**src/sv/rfc_pkg.sv**
```systemverilog
// ----------------------------------------------------------------------------
// rfc_pkg: shared types and constants of the radio frame checker
// Holds the input and result item structs, the frame marker bytes, the status
// codes and the register map of the configuration port.
// ----------------------------------------------------------------------------
package rfc_pkg;

    localparam int BYTE_W = 8;
    localparam int POS_W  = 9;
    localparam int STAT_W = 3;
    localparam int PADDR_W = 3;
    localparam int PDATA_W = 32;

    localparam logic [BYTE_W-1:0] START_MARK = 8'h2A;
    localparam logic [BYTE_W-1:0] END_MARK   = 8'h26;

    localparam logic [STAT_W-1:0] ST_OK          = 3'd0;
    localparam logic [STAT_W-1:0] ST_BAD_START   = 3'd1;
    localparam logic [STAT_W-1:0] ST_BAD_END     = 3'd2;
    localparam logic [STAT_W-1:0] ST_NOT_MINE    = 3'd3;
    localparam logic [STAT_W-1:0] ST_BAD_SUM     = 3'd4;
    localparam logic [STAT_W-1:0] ST_RX_FAILED   = 3'd5;

    localparam logic KIND_PAYLOAD = 1'b0;
    localparam logic KIND_STATUS  = 1'b1;

    // Word index of each register (byte address divided by four).
    localparam logic REG_OWN_ADDRESS = 1'b0;

    typedef struct packed {
        logic [BYTE_W-1:0] byte_value;
        logic              first_of_packet;
        logic              last_of_packet;
        logic              rx_error;
    } t_in_item;

    typedef struct packed {
        logic              kind;
        logic [BYTE_W-1:0] payload_byte;
        logic [STAT_W-1:0] status;
        logic [BYTE_W-1:0] source_address;
        logic [BYTE_W-1:0] payload_length;
        logic              last;
    } t_out_item;

endpackage

```
**src/sv/radio_frame_checker_core.sv**
```systemverilog
// ----------------------------------------------------------------------------
// radio_frame_checker_core: byte-serial checker for received radio frames
// Parses '*', source, destination, length, payload, '&', checksum; forwards
// payload bytes and closes each frame with one status item.
// ----------------------------------------------------------------------------
//
//  Channel  Direction  Handshake                     Payload
//  -------  ---------  ----------------------------  --------------------------
//  in       input      i_in_valid / o_in_stall       i_in_data  (t_in_item)
//  out      output     o_out_valid / i_out_stall     o_out_data (t_out_item)
//  cfg      input      APB psel/penable/pwrite       pwdata, paddr, prdata
//
//  The block takes one item per clock cycle while o_in_stall is low. An accepted
//  item is held in the input register, where the parser state is updated; its
//  result (if any) then moves into the output register, which drives o_out_valid.
//  Reset (i_rst_n low at a rising edge) empties both registers, clears the
//  parser state and sets it to wait for the first byte of a packet.
//  While the output register is stalled, one more item is still taken into the
//  input register; only then does o_in_stall rise.
//
module radio_frame_checker_core (
    input  logic                            i_clk,
    input  logic                            i_rst_n,

    input  logic                            i_in_valid,
    output logic                            o_in_stall,
    input  rfc_pkg::t_in_item               i_in_data,

    output logic                            o_out_valid,
    input  logic                            i_out_stall,
    output rfc_pkg::t_out_item              o_out_data,

    input  logic                            psel,
    input  logic                            penable,
    input  logic                            pwrite,
    input  logic [rfc_pkg::PADDR_W-1:0]     paddr,
    input  logic [rfc_pkg::PDATA_W-1:0]     pwdata,
    output logic [rfc_pkg::PDATA_W-1:0]     prdata,
    output logic                            pready
);

    // ------------------------------------------------------------------
    // Configuration register
    // ------------------------------------------------------------------
    logic [rfc_pkg::BYTE_W-1:0] r_own_address;
    logic                       cfg_hit;

    assign pready  = 1'b1;
    assign cfg_hit = (paddr[rfc_pkg::PADDR_W-1] == rfc_pkg::REG_OWN_ADDRESS);

    always_ff @(posedge i_clk) begin
        if (!i_rst_n) begin
            r_own_address <= '0;
        end else if (psel && penable && pwrite && pready && cfg_hit) begin
            r_own_address <= pwdata[rfc_pkg::BYTE_W-1:0];
        end
    end

    always_comb begin
        prdata = '0;
        if (cfg_hit) begin
            prdata[rfc_pkg::BYTE_W-1:0] = r_own_address;
        end
    end

    // ------------------------------------------------------------------
    // Handshake: input register feeds the parser, output register holds
    // the result. The parser step happens whenever the input register holds an item
    // and the output register can take a new value, whether or not it produces a result.
    // ------------------------------------------------------------------
    logic                r_in_valid;
    rfc_pkg::t_in_item   r_in;
    logic                r_out_valid;
    rfc_pkg::t_out_item  r_out;
    logic                out_free;
    logic                advance;
    logic                in_accept;

    assign out_free   = !r_out_valid || !i_out_stall;
    assign advance    = r_in_valid && out_free;
    assign o_in_stall = r_in_valid && !out_free;
    assign in_accept  = i_in_valid && !o_in_stall;

    always_ff @(posedge i_clk) begin
        if (!i_rst_n) begin
            r_in_valid <= 1'b0;
        end else if (in_accept) begin
            r_in_valid <= 1'b1;
        end else if (advance) begin
            r_in_valid <= 1'b0;
        end
    end

    always_ff @(posedge i_clk) begin
        if (in_accept) begin
            r_in <= i_in_data;
        end
    end

    // ------------------------------------------------------------------
    // Parser state
    // ------------------------------------------------------------------
    logic [rfc_pkg::POS_W-1:0]  r_pos;
    logic [rfc_pkg::BYTE_W-1:0] r_len;
    logic [rfc_pkg::BYTE_W-1:0] r_sender;
    logic                       r_to_me;
    logic [rfc_pkg::BYTE_W-1:0] r_sum;
    logic                       r_done;
    logic                       r_start_bad;
    logic                       r_end_bad;

    logic [rfc_pkg::POS_W-1:0]  n_pos;
    logic [rfc_pkg::BYTE_W-1:0] n_len;
    logic [rfc_pkg::BYTE_W-1:0] n_sender;
    logic                       n_to_me;
    logic [rfc_pkg::BYTE_W-1:0] n_sum;
    logic                       n_done;
    logic                       n_start_bad;
    logic                       n_end_bad;

    // A first_of_packet byte starts from a cleared frame; these are the
    // values the step works from.
    logic [rfc_pkg::POS_W-1:0]  base_pos;
    logic [rfc_pkg::BYTE_W-1:0] base_len;
    logic [rfc_pkg::BYTE_W-1:0] base_sender;
    logic                       base_to_me;
    logic [rfc_pkg::BYTE_W-1:0] base_sum;
    logic                       base_start_bad;
    logic                       base_end_bad;

    logic [rfc_pkg::POS_W-1:0]  len_ext;
    logic [rfc_pkg::BYTE_W-1:0] b;
    logic                       active;
    logic                       emit_payload;
    logic                       at_checksum;
    logic                       at_end_mark;
    logic                       closes;
    logic [rfc_pkg::STAT_W-1:0] status;
    logic                       has_result;
    rfc_pkg::t_out_item         n_out;

    always_comb begin
        b      = r_in.byte_value;
        active = !r_in.rx_error && (r_in.first_of_packet || !r_done);

        if (r_in.first_of_packet) begin
            base_pos       = '0;
            base_len       = '0;
            base_sender    = '0;
            base_to_me     = 1'b0;
            base_sum       = '0;
            base_start_bad = 1'b0;
            base_end_bad   = 1'b0;
        end else begin
            base_pos       = r_pos;
            base_len       = r_len;
            base_sender    = r_sender;
            base_to_me     = r_to_me;
            base_sum       = r_sum;
            base_start_bad = r_start_bad;
            base_end_bad   = r_end_bad;
        end

        len_ext = {1'b0, base_len};

        n_len        = base_len;
        n_sender     = base_sender;
        n_to_me      = base_to_me;
        n_sum        = base_sum;
        n_start_bad  = base_start_bad;
        n_end_bad    = base_end_bad;
        emit_payload = 1'b0;
        at_checksum  = 1'b0;
        at_end_mark  = 1'b0;

        if (base_pos == 9'd0) begin
            n_start_bad = (b != rfc_pkg::START_MARK);
        end else if (base_pos == 9'd1) begin
            n_sender = b;
            n_sum    = base_sum + b;
        end else if (base_pos == 9'd2) begin
            n_to_me = (b == r_own_address);
            n_sum   = base_sum + b;
        end else if (base_pos == 9'd3) begin
            n_len = b;
            if (b != '0) begin
                n_sum = base_sum + b;
            end
        end else if (base_pos <= len_ext + 9'd3) begin
            // Payload: the checksum covers all but the last payload byte.
            if (base_pos <= len_ext + 9'd2) begin
                n_sum = base_sum + b;
            end
            emit_payload = !base_start_bad;
        end else if (base_pos == len_ext + 9'd4) begin
            n_end_bad   = (b != rfc_pkg::END_MARK);
            at_end_mark = 1'b1;
        end else begin
            at_checksum = 1'b1;
        end

        // Status in priority order. At an early packet end the checksum is
        // missing, so a frame that passes the other checks still fails it.
        if (n_start_bad) begin
            status = rfc_pkg::ST_BAD_START;
        end else if (n_end_bad || (!at_checksum && !at_end_mark)) begin
            status = rfc_pkg::ST_BAD_END;
        end else if (!n_to_me) begin
            status = rfc_pkg::ST_NOT_MINE;
        end else if (!at_checksum || (b != base_sum)) begin
            status = rfc_pkg::ST_BAD_SUM;
        end else begin
            status = rfc_pkg::ST_OK;
        end

        closes = at_checksum || r_in.last_of_packet;

        n_pos  = r_pos;
        n_done = r_done;
        if (r_in.rx_error) begin
            n_done = 1'b1;
        end else if (active) begin
            n_done = closes;
            if (!closes) begin
                n_pos = base_pos + 9'd1;
            end
        end

        n_out.kind           = rfc_pkg::KIND_STATUS;
        n_out.payload_byte   = '0;
        n_out.status         = status;
        n_out.source_address = n_sender;
        n_out.payload_length = n_len;
        n_out.last           = 1'b1;
        has_result           = 1'b0;
        if (r_in.rx_error) begin
            n_out.status         = rfc_pkg::ST_RX_FAILED;
            n_out.source_address = '0;
            n_out.payload_length = '0;
            has_result           = 1'b1;
        end else if (active && closes) begin
            has_result = 1'b1;
        end else if (active && emit_payload) begin
            n_out.kind         = rfc_pkg::KIND_PAYLOAD;
            n_out.payload_byte = b;
            n_out.status       = rfc_pkg::ST_OK;
            n_out.last         = 1'b0;
            has_result         = 1'b1;
        end
    end

    always_ff @(posedge i_clk) begin
        if (!i_rst_n) begin
            r_pos       <= '0;
            r_len       <= '0;
            r_sender    <= '0;
            r_to_me     <= 1'b0;
            r_sum       <= '0;
            r_done      <= 1'b1;
            r_start_bad <= 1'b0;
            r_end_bad   <= 1'b0;
        end else if (advance && (active || r_in.rx_error)) begin
            r_pos       <= n_pos;
            r_len       <= n_len;
            r_sender    <= n_sender;
            r_to_me     <= n_to_me;
            r_sum       <= n_sum;
            r_done      <= n_done;
            r_start_bad <= n_start_bad;
            r_end_bad   <= n_end_bad;
        end
    end

    // ------------------------------------------------------------------
    // Output register
    // ------------------------------------------------------------------
    always_ff @(posedge i_clk) begin
        if (!i_rst_n) begin
            r_out_valid <= 1'b0;
        end else if (out_free) begin
            r_out_valid <= advance && has_result;
        end
    end

    always_ff @(posedge i_clk) begin
        if (out_free) begin
            r_out <= n_out;
        end
    end

    assign o_out_valid = r_out_valid;
    assign o_out_data  = r_out;

endmodule

```
**config.mk**
```make
export PLATFORM = sky130hd
export DESIGN_NAME = radio_frame_checker_core
export DESIGN_NICKNAME = d
export VERILOG_FILES = /design/src/sv/rfc_pkg.sv /design/src/sv/radio_frame_checker_core.sv
export SDC_FILE = /design/constraint.sdc
export NUM_CORES = 1
export LEC_CHECK = 0
export ABC_AREA = 1
export BUFFER_PORTS_ARGS = -buffer_cell sky130_fd_sc_hd__buf_4
export CAP_MARGIN = 20
export CORE_UTILIZATION = 55
export CTS_BUF_LIST = sky130_fd_sc_hd__clkbuf_4
export CTS_CLUSTER_SIZE = 10
export DETAILED_ROUTE_END_ITERATION = 7
export PLACE_DENSITY = 0.8
export SYNTH_ARGS = -nofsm -noshare
export SYNTH_HDL_FRONTEND = slang
export SYNTH_SLANG_ARGS = --single-unit
export TNS_END_PERCENT = 5
```
**constraint.sdc**
```tcl
create_clock -name i_clk -period 3.5 [get_ports i_clk]
set_clock_uncertainty 0.05 [all_clocks]
set_input_delay 1.05 -clock i_clk [delete_from_list [all_inputs] [get_ports i_clk]]
set_output_delay 1.05 -clock i_clk [all_outputs]
set_load 0.02 [all_outputs]
```
* Yosys cells after proc, flatten, opt, wreduce, memory -nomap -nowiden
Index checks and enable logic that the tools add are counted. W data, S select, Z words.
Cells by class: add/subtract/negate cells 5, $lt $le $gt $ge 2, equal/unequal tests 8, muxes and demuxes 62, bitwise logic cells 4, reduce and logical (&&, ||, !) cells 35
Operators with widths (number):
- $mux W8 | 17
- $mux W1 | 38
- $add A8 B2 Y9 const B | 2
- $eq A9 B2 Y1 const B | 2
- $le A9 B9 Y1 | 2
- $ne A8 B6 Y1 const B | 2
- $mux W3 | 5
- $logic_and A1 B1 Y1 | 12
- $mux W12 | 1
- $add A8 B3 Y9 const B | 1
- $add A9 B1 Y9 const B | 1
- $eq A9 B1 Y1 const B | 1
- $eq A9 B9 Y1 | 1
- $logic_not A1 Y1 | 9
- $logic_not A9 Y1 | 1
- $mux W9 | 1
- $add A8 B8 Y8 | 1
- $eq A8 B8 Y1 | 1
- $ne A8 B8 Y1 | 1
- $reduce_bool A8 Y1 | 1
- $logic_or A1 B1 Y1 | 6
- $not A1 Y1 | 4
- $reduce_and A4 Y1 | 1
- $reduce_bool A2 Y1 | 2
- 3 further kinds | 3
Word-level totals: bits in registers 87, input port bits 53, output and inout bits 64, logic and storage cells 137

* Logic depth before layout (Yosys ltp)
Gate-level depths: netlist of the first run.
depth in word-level cells 17, mapped depth 25, mapped depth without buffers 23

* Worst setup path before layout of the first run
Ideal clock, no wire load.
path type input to output, start input port i_out_stall, end output port o_in_stall, arrival time 2.095 ns, required time 2.400 ns, path slack 0.305 ns, stages on the path 2, buffers on the path 0, cell sequence nand2_1 > nor2_1
Between the ends: longest elaborated chain between the ends 4
Ends and longest elaborated chain:
- from (decl) | line radio_frame_checker_core.sv:30 | input logic i_out_stall,
- $logic_not A1 Y1 | line radio_frame_checker_core.sv:79 | assign out_free = !r_out_valid || !i_out_stall;
- $logic_or A1 B1 Y1 | line radio_frame_checker_core.sv:79
- $logic_not A1 Y1 | line radio_frame_checker_core.sv:81 | assign o_in_stall = r_in_valid && !out_free;
- $logic_and A1 B1 Y1 | line radio_frame_checker_core.sv:81
- to (decl) | line radio_frame_checker_core.sv:26 | output logic o_in_stall,
No other way between the ends.

* Worst setup path in the final report of the first run
start register r_in[2] (netlist name), end register r_sum[7] (netlist name)
Between the ends: longest elaborated chain between the ends 9, elaborated cells between the ends (all ways) 23, classes of those cells 3 x add/sub; 2 x order compare; 3 x eq/ne; 10 x mux; 5 x reduce/logical
Ends and longest elaborated chain:
- from (decl) | line radio_frame_checker_core.sv:72 | rfc_pkg::t_in_item r_in;
- from (signal assigned) | line radio_frame_checker_core.sv:96 | r_in <= i_in_data;
- $mux W8 | line radio_frame_checker_core.sv:146 | if (r_in.first_of_packet) begin
- $add A8 B2 Y9 | line radio_frame_checker_core.sv:191 | if (base_pos <= len_ext + 9'd2) begin
- $le A9 B9 Y1 | line radio_frame_checker_core.sv:191
- $mux W8 | line radio_frame_checker_core.sv:191
- $mux W8 | line radio_frame_checker_core.sv:189 | end else if (base_pos <= len_ext + 9'd3) begin
- $mux W8 | line radio_frame_checker_core.sv:184 | end else if (base_pos == 9'd3) begin
- $mux W8 | line radio_frame_checker_core.sv:181 | end else if (base_pos == 9'd2) begin
- $mux W8 | line radio_frame_checker_core.sv:178 | end else if (base_pos == 9'd1) begin
- $mux W8 | line radio_frame_checker_core.sv:176 | if (base_pos == 9'd0) begin
- to (signal assigned) | line radio_frame_checker_core.sv:267 | r_sum <= n_sum;
- to (decl) | line radio_frame_checker_core.sv:107 | logic [rfc_pkg::BYTE_W-1:0] r_sum;
Several ways; a longest one is shown, not always the timed one. A chain may end at the register's enable or synchronous reset.

==> results of run 1 <==
synthesized netlist by cell type (3+ instances only):
library cell  number
nand4_1           11
nor2_2             5
a21oi_1           53
clkbuf_1           8
buf_6              3
nand3_2            4
nor2_1            73
o21ai_0           35
o21ai_2            8
nand2_1          157
nor3_1             5
inv_2              6
nand3_1           47
inv_1            123
o211ai_1          19
o21ai_1           13
nor2_4             5
ha_1              31
xor2_1            18
nor4_1             4
buf_4             27
edfxtp_1          39
xnor2_1            5
buf_2              8
nand2_2           14
nand2_4            7
dfxtp_1           47
final cells by class:
class	instances	area [um2]
Clock buffer	10	75.07
Clock inverter	6	68.82
Fill cell	933	3794
Inverter	130	493.0
Multi-Input combinational cell	557	3113
Sequential cell	86	2112
Tap cell	136	170.2
Timing Repair Buffer	77	590.6
worst min-delay path by stage:
| stage | from | cells after the start | slack (ns) | endpoint |
|---|---|---|---|---|
| final | r_pos[8]$_SDFFE_PN0P_ | 2 | 0.42 | r_pos[8]$_SDFFE_PN0P_ |
| after global routing | r_sum[3]$_SDFFE_PN0P_ | 2 | 0.44 | r_sum[3]$_SDFFE_PN0P_ |
| after CTS | r_pos[8]$_SDFFE_PN0P_ | 2 | 0.42 | r_pos[8]$_SDFFE_PN0P_ |
| after detailed placement | r_pos[8]$_SDFFE_PN0P_ | 2 | 0.40 | r_pos[8]$_SDFFE_PN0P_ |
| after global placement | r_in_valid$_SDFFE_PN0P_ | 2 | 0.40 | o_out_valid$_SDFFE_PN0P_ |
| after floorplan | r_pos[8]$_SDFFE_PN0P_ | 2 | 0.39 | r_pos[8]$_SDFFE_PN0P_ |
sequential cells by signal (all words and copies together) (netlist names), 3 cells and up:
name and flops:
b 8, o_out_data 28, r_in 3, r_len 8
r_own_address 8, r_pos 9, r_sender 8, r_sum 8
power by group through the flow:
stage | Clock (mW) | Combinational [mW] | Sequential, mW
finish | 0.597 | 0.445 | 1.15
global route | 0.652 | 0.497 | 1.15
CTS | 0.603 | 0.438 | 1.14
detailed placement | 0 | 0.435 | 1.17
global placement | 0 | 0.429 | 1.17
floorplan | 0 | 0.325 | 1.17
worst register-to-register path: stages (launching register included):
cell and delay, ns:
edfxtp_1 0.63, nor2_1 0.10, buf_4 0.17, inv_1 0.11, ha_1 0.15, nand2_1 0.05
nand2_1 0.12, nand2_1 0.08, xnor2_1 0.15, ha_1 0.28, nand2_1 0.07, nor3_1 0.21
nand4_1 0.12, nand2_2 0.19, buf_4 0.19, nand3_1 0.07, nand2_1 0.10, nand2_1 0.09
o211ai_1 0.17, a21oi_1 0.08
cells by family (layout without fill, tap and decap cells):
group / after synthesis / after routing
other: 2 / 25
xor gates and xnor gates: 23 / 23
DFF: 86 / 86
adders and majority gates: 32 / 32
and+or+nand+nor: 340 / 340
AOI/OAI and AO/OA: 137 / 137
buffers and inverters: 178 / 223
layer usage:
layer / global-route usage / vias to the layer above / routed length [um]
met5: 0 / - / 0
met2: 0.4119 / 212 / 6163
met3: 0.04660 / 32 / 867
met4: 0.1002 / 0 / 331
met1: 0.3293 / 2333 / 5998
li1: - / 2666 / -
per-stage QoR:
| stage | worst slack, ns | hold slack (ns) |
|---|---|---|
| floorplan | 0.3048 | 0.3867 |
| global placement | 0.1833 | 0.3982 |
| detailed placement | 0.1616 | 0.4016 |
| CTS | 0.1159 | 0.4205 |
| global route | 0.02211 | 0.4370 |
| finish | 0.2134 | 0.4175 |
what timing repair did:
item / in CTS / in global routing
hold buffers: 0 / 0
setup endpoints to repair: 0 / 27
buffers inserted: 0 / 2
resized for setup: 0 / 4
==> impl_metrics.csv, run 1 <==
group,metric,value,unit
critical_path,slowest_delay,0.63,ns
sta,setup_violations,0,
clocking,cts_root_buf,"clkbuf_4",
layout,final_common_cell,"nand2_1",
die,dieArea,11260,um2
sta,tightestPinTransition,0.8591,ns
clocking,cts_tree,"done",
hold_path,holdCritPathClass,"reg2reg",
global_route,grt_pass1_vias,4797,
route,drt-total-wl,13360,um
sta,rsz0062_at_grt,"false",
placed_design,dp_cells,984,
yosys,synth_top_cell_area_share,0.1964,
layout,final_layout_size_suffix_gt1_frac,0.1778,
critical_path,reg2reg_depth,19,
route,first_iter_violations,349,
power,p_seq_frac,0.524,
yosys,synthMuxAreaShare,0,
layout,fin_area,6623,um2
yosys,synth-compound-area-share,0.1330,
yosys,syn_inst,798,
outcome,status,"complete, no violations",
die,core_area,10420,um2
yosys,synthFlopType,"dfxtp_1",
yosys,yosys_warnings,0,
clocking,cts-buffers-inserted,9,
global_route,grt_pass1_wl,22420,um
route,wire_per_inst,13.33,um
critical_path,crit_path_frequent_cell,"nand2_1",
power,worst_ir_drop_vdd,0.0002417,V
die,die_h,106.1,um
power,internal-power,1.492,mW
critical_path,timing.critical_path.buf_inv,3,
critical_path,cp_num_cells,19,
placed_design,io_buffers,65,
yosys,synthAdderAreaFrac,0.06840,
layout,post-route-util,0.6358,
critical_path,endpoint,"r_sum[7]$_SDFFE_PN0P_",
sta,fin_crit_sh,0.9390,
sta,slew_viol_final,0,
power,p_sw_frac,0.3179,
power,clkPwrFrac,0.273,
critical_path,cp-startpoint,"r_in[2]$_DFFE_PP_",
power,power,2.187,mW
critical_path,ff2ff_setup_slack,0.21,ns
critical_path,crit_chain,"nor2_1 -> buf_4 -> inv_1 -> ha_1 -> nand2_1 -> nand2_1 -> nand2_1 -> xnor2_1 -> ha_1 -> nand2_1 -> nor3_1 -> nand4_1 -> nand2_2 -> buf_4 -> nand3_1 -> nand2_1 -> nand2_1 -> o211ai_1 -> a21oi_1",
placed_design,gp_congestion,0.9395,
critical_path,r2r_start,"r_in[2]$_DFFE_PP_",
critical_path,required,3.78,ns
yosys,synth_top_area_cell,"edfxtp_1",
sta,min_period,3.287,ns
yosys,ys_ff_latch,86,
yosys,yosys.area_share.simple,0.2698,
die,ios,117,
die,row_count,37,
die,fp.dieW,106.1,um
yosys,synth_edf_count,39,
flow_run,cap_violations,0,
global_route,grt_max_degree,35,
yosys,synth_seq_area_share,0.3542,
placed_design,placed_area,6454,um2
power,combPwrFrac,0.203,
critical_path,startpoint_type,"register",
critical_path,r2r-end,"r_sum[7]$_SDFFE_PN0P_",
yosys,synth_cell_types,45,
yosys,ys_async_sr_fraction,0,
sta,max_freq,304.3,MHz
critical_path,path_class,"reg2reg",
yosys,synthXorXnorAreaFrac,0.03378,
critical_path,crit_family,"simple AND/OR/NAND/NOR gates",
route,antenna_left,0,
power,powerDensity,330.3,nW/um2
yosys,avgSynthCellArea,7.473,um2
layout,nets,946,
route,firstDrtPassIters,8,
yosys,synth_top_family_by_area,"simple AND/OR/NAND/NOR gates",
route,drcViolationCount,0,
global_route,antenna_found_initial,0,
layout,layout.cells.non_filler,1002,
yosys,synth_area,5963,um2
yosys,synth_area_leaders,"edfxtp_1 20%, dfxtp_1 16%, nand2_1 9.9%, inv_1 7.7%, ha_1 6.5%",
layout,final_cell_mix,"155 x nand2_1, 123 x inv_1, 76 x buf_4",
power,power.switching,695.4,uW
sta,setup_tns,0,ns
global_route,grt_use_total,0.2523,
clocking,cts_sinks,86,
critical_path,crit_path_max_fanout,7,
route,via_count,5243,
sta,final_hold_viol_count,0,
global_route,overflow,0,
critical_path,crit_path_end_kind,"register",
die,start_util,0.5725,
clocking,clk_pin_slew,0.16,ns
layout,antennaDiodeCount,0,
clocking,cts-htree-levels,3,
power,p_leak,3.332,nW
sta,slew_headroom,0.4251,
route,avgViaCountPerCell,5.233,
layout,syn_to_final_growth,11.06,%
critical_path,crit_slowest_cell,"edfxtp_1",
placed_design,detailed_place_hpwl,9943,um
critical_path,arrival,3.57,ns
clocking,cts_max_path_buffers,2,
clocking,clk_latency,0.45,ns
(Power assumes the default switching activity.)
==> run 2: changes to the inputs <==
- clock period: 3.5 -> 3.2 ns (I/O delays scaled with it)
==> run 2 against run 1 <==
Effect of this change:
- the run now ends with negative setup slack left
- clock power increased by 11%
- global-route usage increased by 0.47 points
- sequential share of layout area decreased by 1.7 points
- register-to-register slack got worse by 0.22 ns
- total power increased by 12%
- routed wire length increased by 6.8%
- worst setup slack got worse by 0.22 ns
- combinational power increased by 23%
- sequential power increased by 9%
- via count increased by 3.9%
- cell area increased by 5.6%
- critical path type unchanged
- critical endpoint is now r_sum[6]$_SDFFE_PN0P_
- largest power group unchanged
==> impl_metrics.csv, run 2 (synthesized netlist as in run 1, its figures left out) <==
group,metric,value,unit
outcome,status,"complete, but fails checks",
outcome,violations,"negative setup slack",
sta,tightestPinTransition,0.8972,ns
layout,n_fill_cell,906,
power,clkPwrFrac,0.269,
die,start_util,0.5725,
critical_path,required,3.47,ns
clocking,clk_latency,0.44,ns
sta,min_period,3.210,ns
critical_path,slowest_delay,0.58,ns
critical_path,crit_path_frequent_cell,"nand2_2",
placed_design,detailed_place_hpwl,10420,um
route,via_count,5449,
sta,setup_tns,-0.009792,ns
critical_path,arrival,3.48,ns
sta,rsz0062_at_grt,"true",
power,powerDensity,351.0,nW/um2
critical_path,crit_family,"simple AND/OR/NAND/NOR gates",
critical_path,startpoint_type,"register",
power,p_seq_frac,0.509,
layout,final_common_cell,"nand2_1",
placed_design,io_buffers,65,
layout,syn_to_final_growth,17.33,%
layout,antennaDiodeCount,0,
clocking,cts_root_buf,"clkbuf_4",
layout,final_cell_mix,"146 x nand2_1, 120 x inv_1, 104 x buf_4",
die,row_count,37,
route,wire_per_inst,13.77,um
die,die_h,106.1,um
clocking,cts_max_path_buffers,2,
global_route,grt_pass1_vias,4845,
clocking,postCtsHoldBufs,0,
die,core_area,10420,um2
clocking,cts-htree-levels,3,
route,first_iter_violations,486,
critical_path,crit_chain,"inv_2 -> buf_6 -> buf_4 -> nand2_2 -> nor2_1 -> nand3_1 -> xor2_1 -> ha_1 -> nand2_2 -> nor2_2 -> nand3b_1 -> nand3_2 -> nand2_4 -> buf_6 -> nand3_1 -> nand2_2 -> buf_4 -> a21oi_1 -> a21oi_1",
route,drt-total-wl,14260,um
die,ios,117,
global_route,antenna_found_initial,0,
critical_path,crit_slowest_cell,"edfxtp_1",
die,fp.dieW,106.1,um
critical_path,crit_path_max_fanout,7,
clocking,cts_tree,"done",
sta,fin_crit_sh,1.003,
layout,nets,980,
route,firstDrtPassIters,5,
hold_path,holdCritPathClass,"reg2reg",
sta,max_freq,311.5,MHz
power,worst_ir_drop_vdd,0.0002489,V
placed_design,dp_cells,1016,
critical_path,path_class,"reg2reg",
flow_run,cap_violations,0,
sta,slew_viol_final,0,
power,power.switching,794.3,uW
layout,layout.cells.non_filler,1036,
die,dieArea,11260,um2
route,avgViaCountPerCell,5.260,
sta,final_hold_viol_count,0,
power,power,2.456,mW
clocking,cts-buffers-inserted,9,
layout,final_layout_size_suffix_gt1_frac,0.2356,
placed_design,gp_congestion,0.9157,
layout,largest_reg_flops,28,
critical_path,crit_path_end_kind,"register",
sta,slew_headroom,0.4018,
global_route,grt_max_degree,35,
power,p_sw_frac,0.3234,
global_route,grt_pass1_wl,22810,um
global_route,overflow,0,
global_route,grt_use_total,0.2570,
sta,finalWorstSetupSlack,-0.009792,ns
power,internal-power,1.662,mW
sta,setup_violations,1,
clocking,cts_sinks,86,
critical_path,timing.critical_path.buf_inv,5,
route,drcViolationCount,0,
power,p_leak,3.499,nW
power,combPwrFrac,0.222,
clocking,clk_pin_slew,0.14,ns
route,antenna_left,0,
-- run 2: cell type report --
| class | instances | area [um2] | share of cell area |
|---|---|---|---|
| multi-input cells | 557 | 3209 | 0.4587 |
| inverters | 130 | 490.5 | 0.07010 |
| clock inverters | 7 | 78.83 | 0.01127 |
| flip-flops and latches | 86 | 2112 | 0.3019 |
| well taps | 136 | 170.2 | 0.02432 |
| clock buffers | 9 | 67.56 | 0.009657 |
| repair buffers | 111 | 868.3 | 0.1241 |
-- run 2: layer usage --
metal / up-vias / global-route usage / routed length, um
met2: 252 / 0.4235 / 6667
li1: 2739 / - / -
met3: 25 / 0.03679 / 1052
met1: 2433 / 0.3448 / 6283
met4: 0 / 0.08730 / 260
met5: - / 0 / 0
-- run 2: worst paths after layout --
check / from / endpoint / slack, ns / depth (start not counted)
setup / recovery: r_in[2]$_DFFE_PP_ / r_sum[6]$_SDFFE_PN0P_ / -0.01 / 19
hold / removal: r_in_valid$_SDFFE_PN0P_ / o_out_valid$_SDFFE_PN0P_ / 0.42 / 2
setup reg to reg: r_in[2]$_DFFE_PP_ / r_sum[6]$_SDFFE_PN0P_ / -0.01 / 19
hold reg to reg: r_in_valid$_SDFFE_PN0P_ / o_out_valid$_SDFFE_PN0P_ / 0.42 / 2
-- run 2: repair_timing --
| item | 4_1_cts | 5_1_grt |
|---|---|---|
| endpoints found under the setup margin | 21 | 30 |
| gates resized for setup | 2 | 39 |
| pin swaps | 0 | 24 |
| cloned | 0 | 0 |
| setup buffers | 0 | 4 |
-- run 2: power by group through the flow --
stage,Clock [mW],Combinational [mW],Sequential (mW)
2_1_floorplan,0,0.356,1.28
3_3_place_gp,0,0.501,1.27
3_5_place_dp,0,0.510,1.27
6_report,0.660,0.546,1.25
4_1_cts,0.668,0.512,1.25
5_1_grt,0.717,0.604,1.25
-- run 2: tightest hold or removal path, cell delays in order, from the launching register on --
cell and delay [ns]:
dfxtp_1 0.34, nand2_1 0.06, a21oi_1 0.05
-- run 2: through the flow --
step / instance area [um2] / util / hold WS, ns / setup slack (ns)
3_5_place_dp: 6694 / 0.6426 / 0.4032 / -0.09009
2_1_floorplan: 6050 / - / 0.3867 / 0.1826
5_1_grt: 6997 / 0.6717 / 0.4375 / -0.1826
4_1_cts: 6845 / 0.6572 / 0.4260 / 0.02067
6_report: 6997 / 0.6717 / 0.4239 / -0.009792
3_3_place_gp: 6694 / 0.6426 / 0.3989 / -0.08109
==> run 3: changes to the inputs <==
- ABC_AREA: 1 -> default
==> run 3 against run 2 <==
Effect of this change:
- sequential share of layout area shrank 0.97 points
- cell count is 14% lower
- flip-flop and latch count stayed put
- first-iteration DRC count down 7.8%
- the run still ends with negative setup slack left
- total power fell by 7.4%
- clock-buffer cell count is the same
- combinational power down 56%
- highest routed layer unchanged
- synthesized cell count decreased by 21%
- fmax fell by 13%
- sequential power hardly changed
==> impl_metrics.csv, run 3 <==
group,metric,value,unit
outcome,status,"complete, but fails checks",
outcome,violations,"negative setup slack",
clocking,cts_root_buf,"clkbuf_4",
die,dieArea,10680,um2
yosys,syn_inst,634,
sta,setup_violations,31,
global_route,grt_max_degree,42,
critical_path,r2r-end,"r_pos[2]$_SDFFE_PN0P_",
flow_run,cap_violations,0,
sta,tightestPinTransition,0.7991,ns
yosys,synth_top_area_cell,"edfxtp_1",
route,firstDrtPassIters,5,
critical_path,crit_path_max_fanout,8,
sta,min_period,3.678,ns
yosys,synthXorXnorAreaFrac,0.04186,
yosys,yosys.area_share.simple,0.2408,
sta,rsz0062_at_grt,"true",
critical_path,slowest_delay,0.60,ns
yosys,synthFlopType,"dfxtp_1",
route,wire_per_inst,17.49,um
sta,finalWorstSetupSlack,-0.4781,ns
yosys,synth_common_cells,"50 x nor2_1, 47 x dfxtp_1, 45 x nand2_1, 39 x edfxtp_1, 35 x a21oi_1",
power,worst_ir_drop_vdd,0.0003735,V
yosys,ys_ff_latch,86,
global_route,grt_pass1_wl,24120,um
critical_path,arrival,3.96,ns
placed_design,gp_congestion,0.9316,
global_route,overflow,0,
critical_path,crit_slowest_cell,"or4b_4",
layout,final_layout_size_suffix_gt1_frac,0.3011,
layout,syn_to_final_growth,27.95,%
clocking,cts_max_path_buffers,2,
clocking,postCtsHoldBufs,0,
placed_design,io_buffers,65,
sta,slew_viol_final,0,
route,via_count,5333,
clocking,clk_latency,0.46,ns
sta,whs,0.4293,ns
hold_path,whs_endpoint,"r_sum[0]$_SDFFE_PN0P_",
die,fp.dieW,103.3,um
yosys,synth_edf_count,39,
layout,nets,834,
critical_path,crit_chain,"buf_6 -> and3b_2 -> nand3_2 -> or4b_4 -> ha_4 -> nand3_1 -> or3_4 -> o211ai_4 -> and2b_4 -> a21boi_4 -> buf_8 -> o311ai_4 -> o211ai_1",
die,core_area,9864,um2
critical_path,crit_path_end_kind,"register",
route,drcViolationCount,0,
layout,antennaDiodeCount,0,
global_route,grt_use_total,0.2942,
layout,final_cell_mix,"139 x buf_4, 50 x nor2_1, 47 x dfxtp_1",
yosys,synthAdderAreaFrac,0.07220,
yosys,synth_area_leaders,"edfxtp_1 21%, dfxtp_1 17%, ha_1 6.9%, buf_4 3.6%, nor2_1 3.3%",
yosys,yosysMostFrequentCell,"nor2_1",
critical_path,crit_family,"simple AND/OR/NAND/NOR gates",
global_route,antenna_found_initial,0,
clocking,clk_pin_slew,0.14,ns
die,row_count,36,
critical_path,path_class,"reg2reg",
clocking,cts_sinks,86,
sta,fin_crit_sh,1.149,
power,powerDensity,314.5,nW/um2
clocking,cts-buffers-inserted,9,
yosys,synth_area,5649,um2
yosys,synth_top_family_by_area,"simple AND/OR/NAND/NOR gates",
route,first_iter_violations,448,
die,die_h,103.3,um
yosys,ys_async_sr_fraction,0,
die,start_util,0.5727,
route,avgViaCountPerCell,6.012,
sta,max_freq,271.9,MHz
route,drt-total-wl,15520,um
yosys,synth-compound-area-share,0.1761,
clocking,cts-htree-levels,3,
critical_path,reg2reg_depth,13,
yosys,synth_seq_area_share,0.3739,
critical_path,timing.critical_path.buf_inv,2,
hold_path,whs_path_depth,2,
global_route,grt_pass1_vias,4981,
yosys,synth_top_cell_area_share,0.2073,
layout,largest_reg_flops,28,
sta,slew_headroom,0.4673,
yosys,yosys_warnings,0,
hold_path,hp-start,"r_sum[0]$_SDFFE_PN0P_",
sta,final_hold_viol_count,0,
critical_path,r2r_start,"r_in[2]$_DFFE_PP_",
critical_path,required,3.48,ns
power,p_leak,3.011,nW
critical_path,startpoint_type,"register",
placed_design,detailed_place_hpwl,10880,um
yosys,synthMuxAreaShare,0.01063,
die,ios,117,
critical_path,ff2ff_setup_slack,-0.48,ns
sta,setup_tns,-10.48,ns
layout,final_common_cell,"buf_4",
route,antenna_left,0,
clocking,cts_tree,"done",
yosys,avgSynthCellArea,8.910,um2
yosys,synth_cell_types,73,
hold_path,holdCritPathClass,"reg2reg",
run 3: cells by family (layout without fill, tap and decap cells):
logic type,count (synthesis),in the layout
AO/OA/AOI/OAI,145,145
XOR/XNOR,27,27
adder cells (fa/ha/maj),32,32
buffers and inverters,89,186
flip-flops,86,86
multiplexers,6,6
other,2,25
AND/OR/NAND/NOR,247,247
run 3: worst register-to-register path: stages (launching register included):
cell      delay [ns]
edfxtp_1        0.59
buf_6           0.20
and3b_2         0.27
nand3_2         0.11
or4b_4          0.60
ha_4            0.30
nand3_1         0.06
or3_4           0.34
o211ai_4        0.12
and2b_4         0.23
a21boi_4        0.16
buf_8           0.17
o311ai_4        0.22
o211ai_1        0.13
run 3: layout make-up:
type	count	area, um2
well taps	133	166.4
inverters	23	88.84
clock buffers	9	67.56
flip-flops and latches	86	2112
repair buffers	147	1155
multi-input cells	482	3511
clock inverters	7	127.6
fillers	646	2636
run 3: power breakdown:
part | total, mW | leakage, nW | switching [mW] | internal, mW
logic | 0.238 | 2.09 | 0.148 | 0.0902
clock network | 0.819 | 0.103 | 0.412 | 0.408
registers | 1.22 | 0.813 | 0.0410 | 1.18
run 3: stage by stage:
step	total power, mW	instance area, um2	std cells	setup WS, ns	util
after floorplan	1.387	5851	657	-0.5611	-
after global placement	1.450	6643	862	-0.4302	0.6734
after detailed placement	1.457	6643	862	-0.4975	0.6734
after CTS	2.262	7038	884	-0.3872	0.7135
after global routing	2.343	7228	887	-0.5703	0.7328
final	2.274	7228	887	-0.4781	0.7328
run 3: repair_timing:
action,in CTS,in global routing
setup endpoints to repair,32,60
gates resized for setup,38,33
pin swaps,26,21
endpoints found under the hold margin,0,0
setup buffers,6,3
run 3: worst max path at each step:
stage | endpoint | slack [ns] | cells after the start | from
final | r_pos[2]$_SDFFE_PN0P_ | -0.48 | 13 | r_in[2]$_DFFE_PP_
after global routing | r_sum[1]$_SDFFE_PN0P_ | -0.57 | 14 | r_in[2]$_DFFE_PP_
after CTS | r_pos[8]$_SDFFE_PN0P_ | -0.39 | 13 | r_in[2]$_DFFE_PP_
after detailed placement | r_pos[2]$_SDFFE_PN0P_ | -0.50 | 13 | r_in[2]$_DFFE_PP_
after global placement | r_pos[6]$_SDFFE_PN0P_ | -0.43 | 12 | r_in[2]$_DFFE_PP_
after floorplan | r_pos[6]$_SDFFE_PN0P_ | -0.56 | 16 | r_in[2]$_DFFE_PP_
run 3: metal layers:
metal / wire, um / vias to the layer above / GRT usage / share of wire
li1: - / 2475 / - / -
met1: 6330 / 2567 / 0.3737 / 0.41
met2: 7619 / 247 / 0.5018 / 0.49
met3: 1141 / 44 / 0.05780 / 0.074
met4: 425 / 0 / 0.09642 / 0.027
met5: 0 / - / 0 / 0
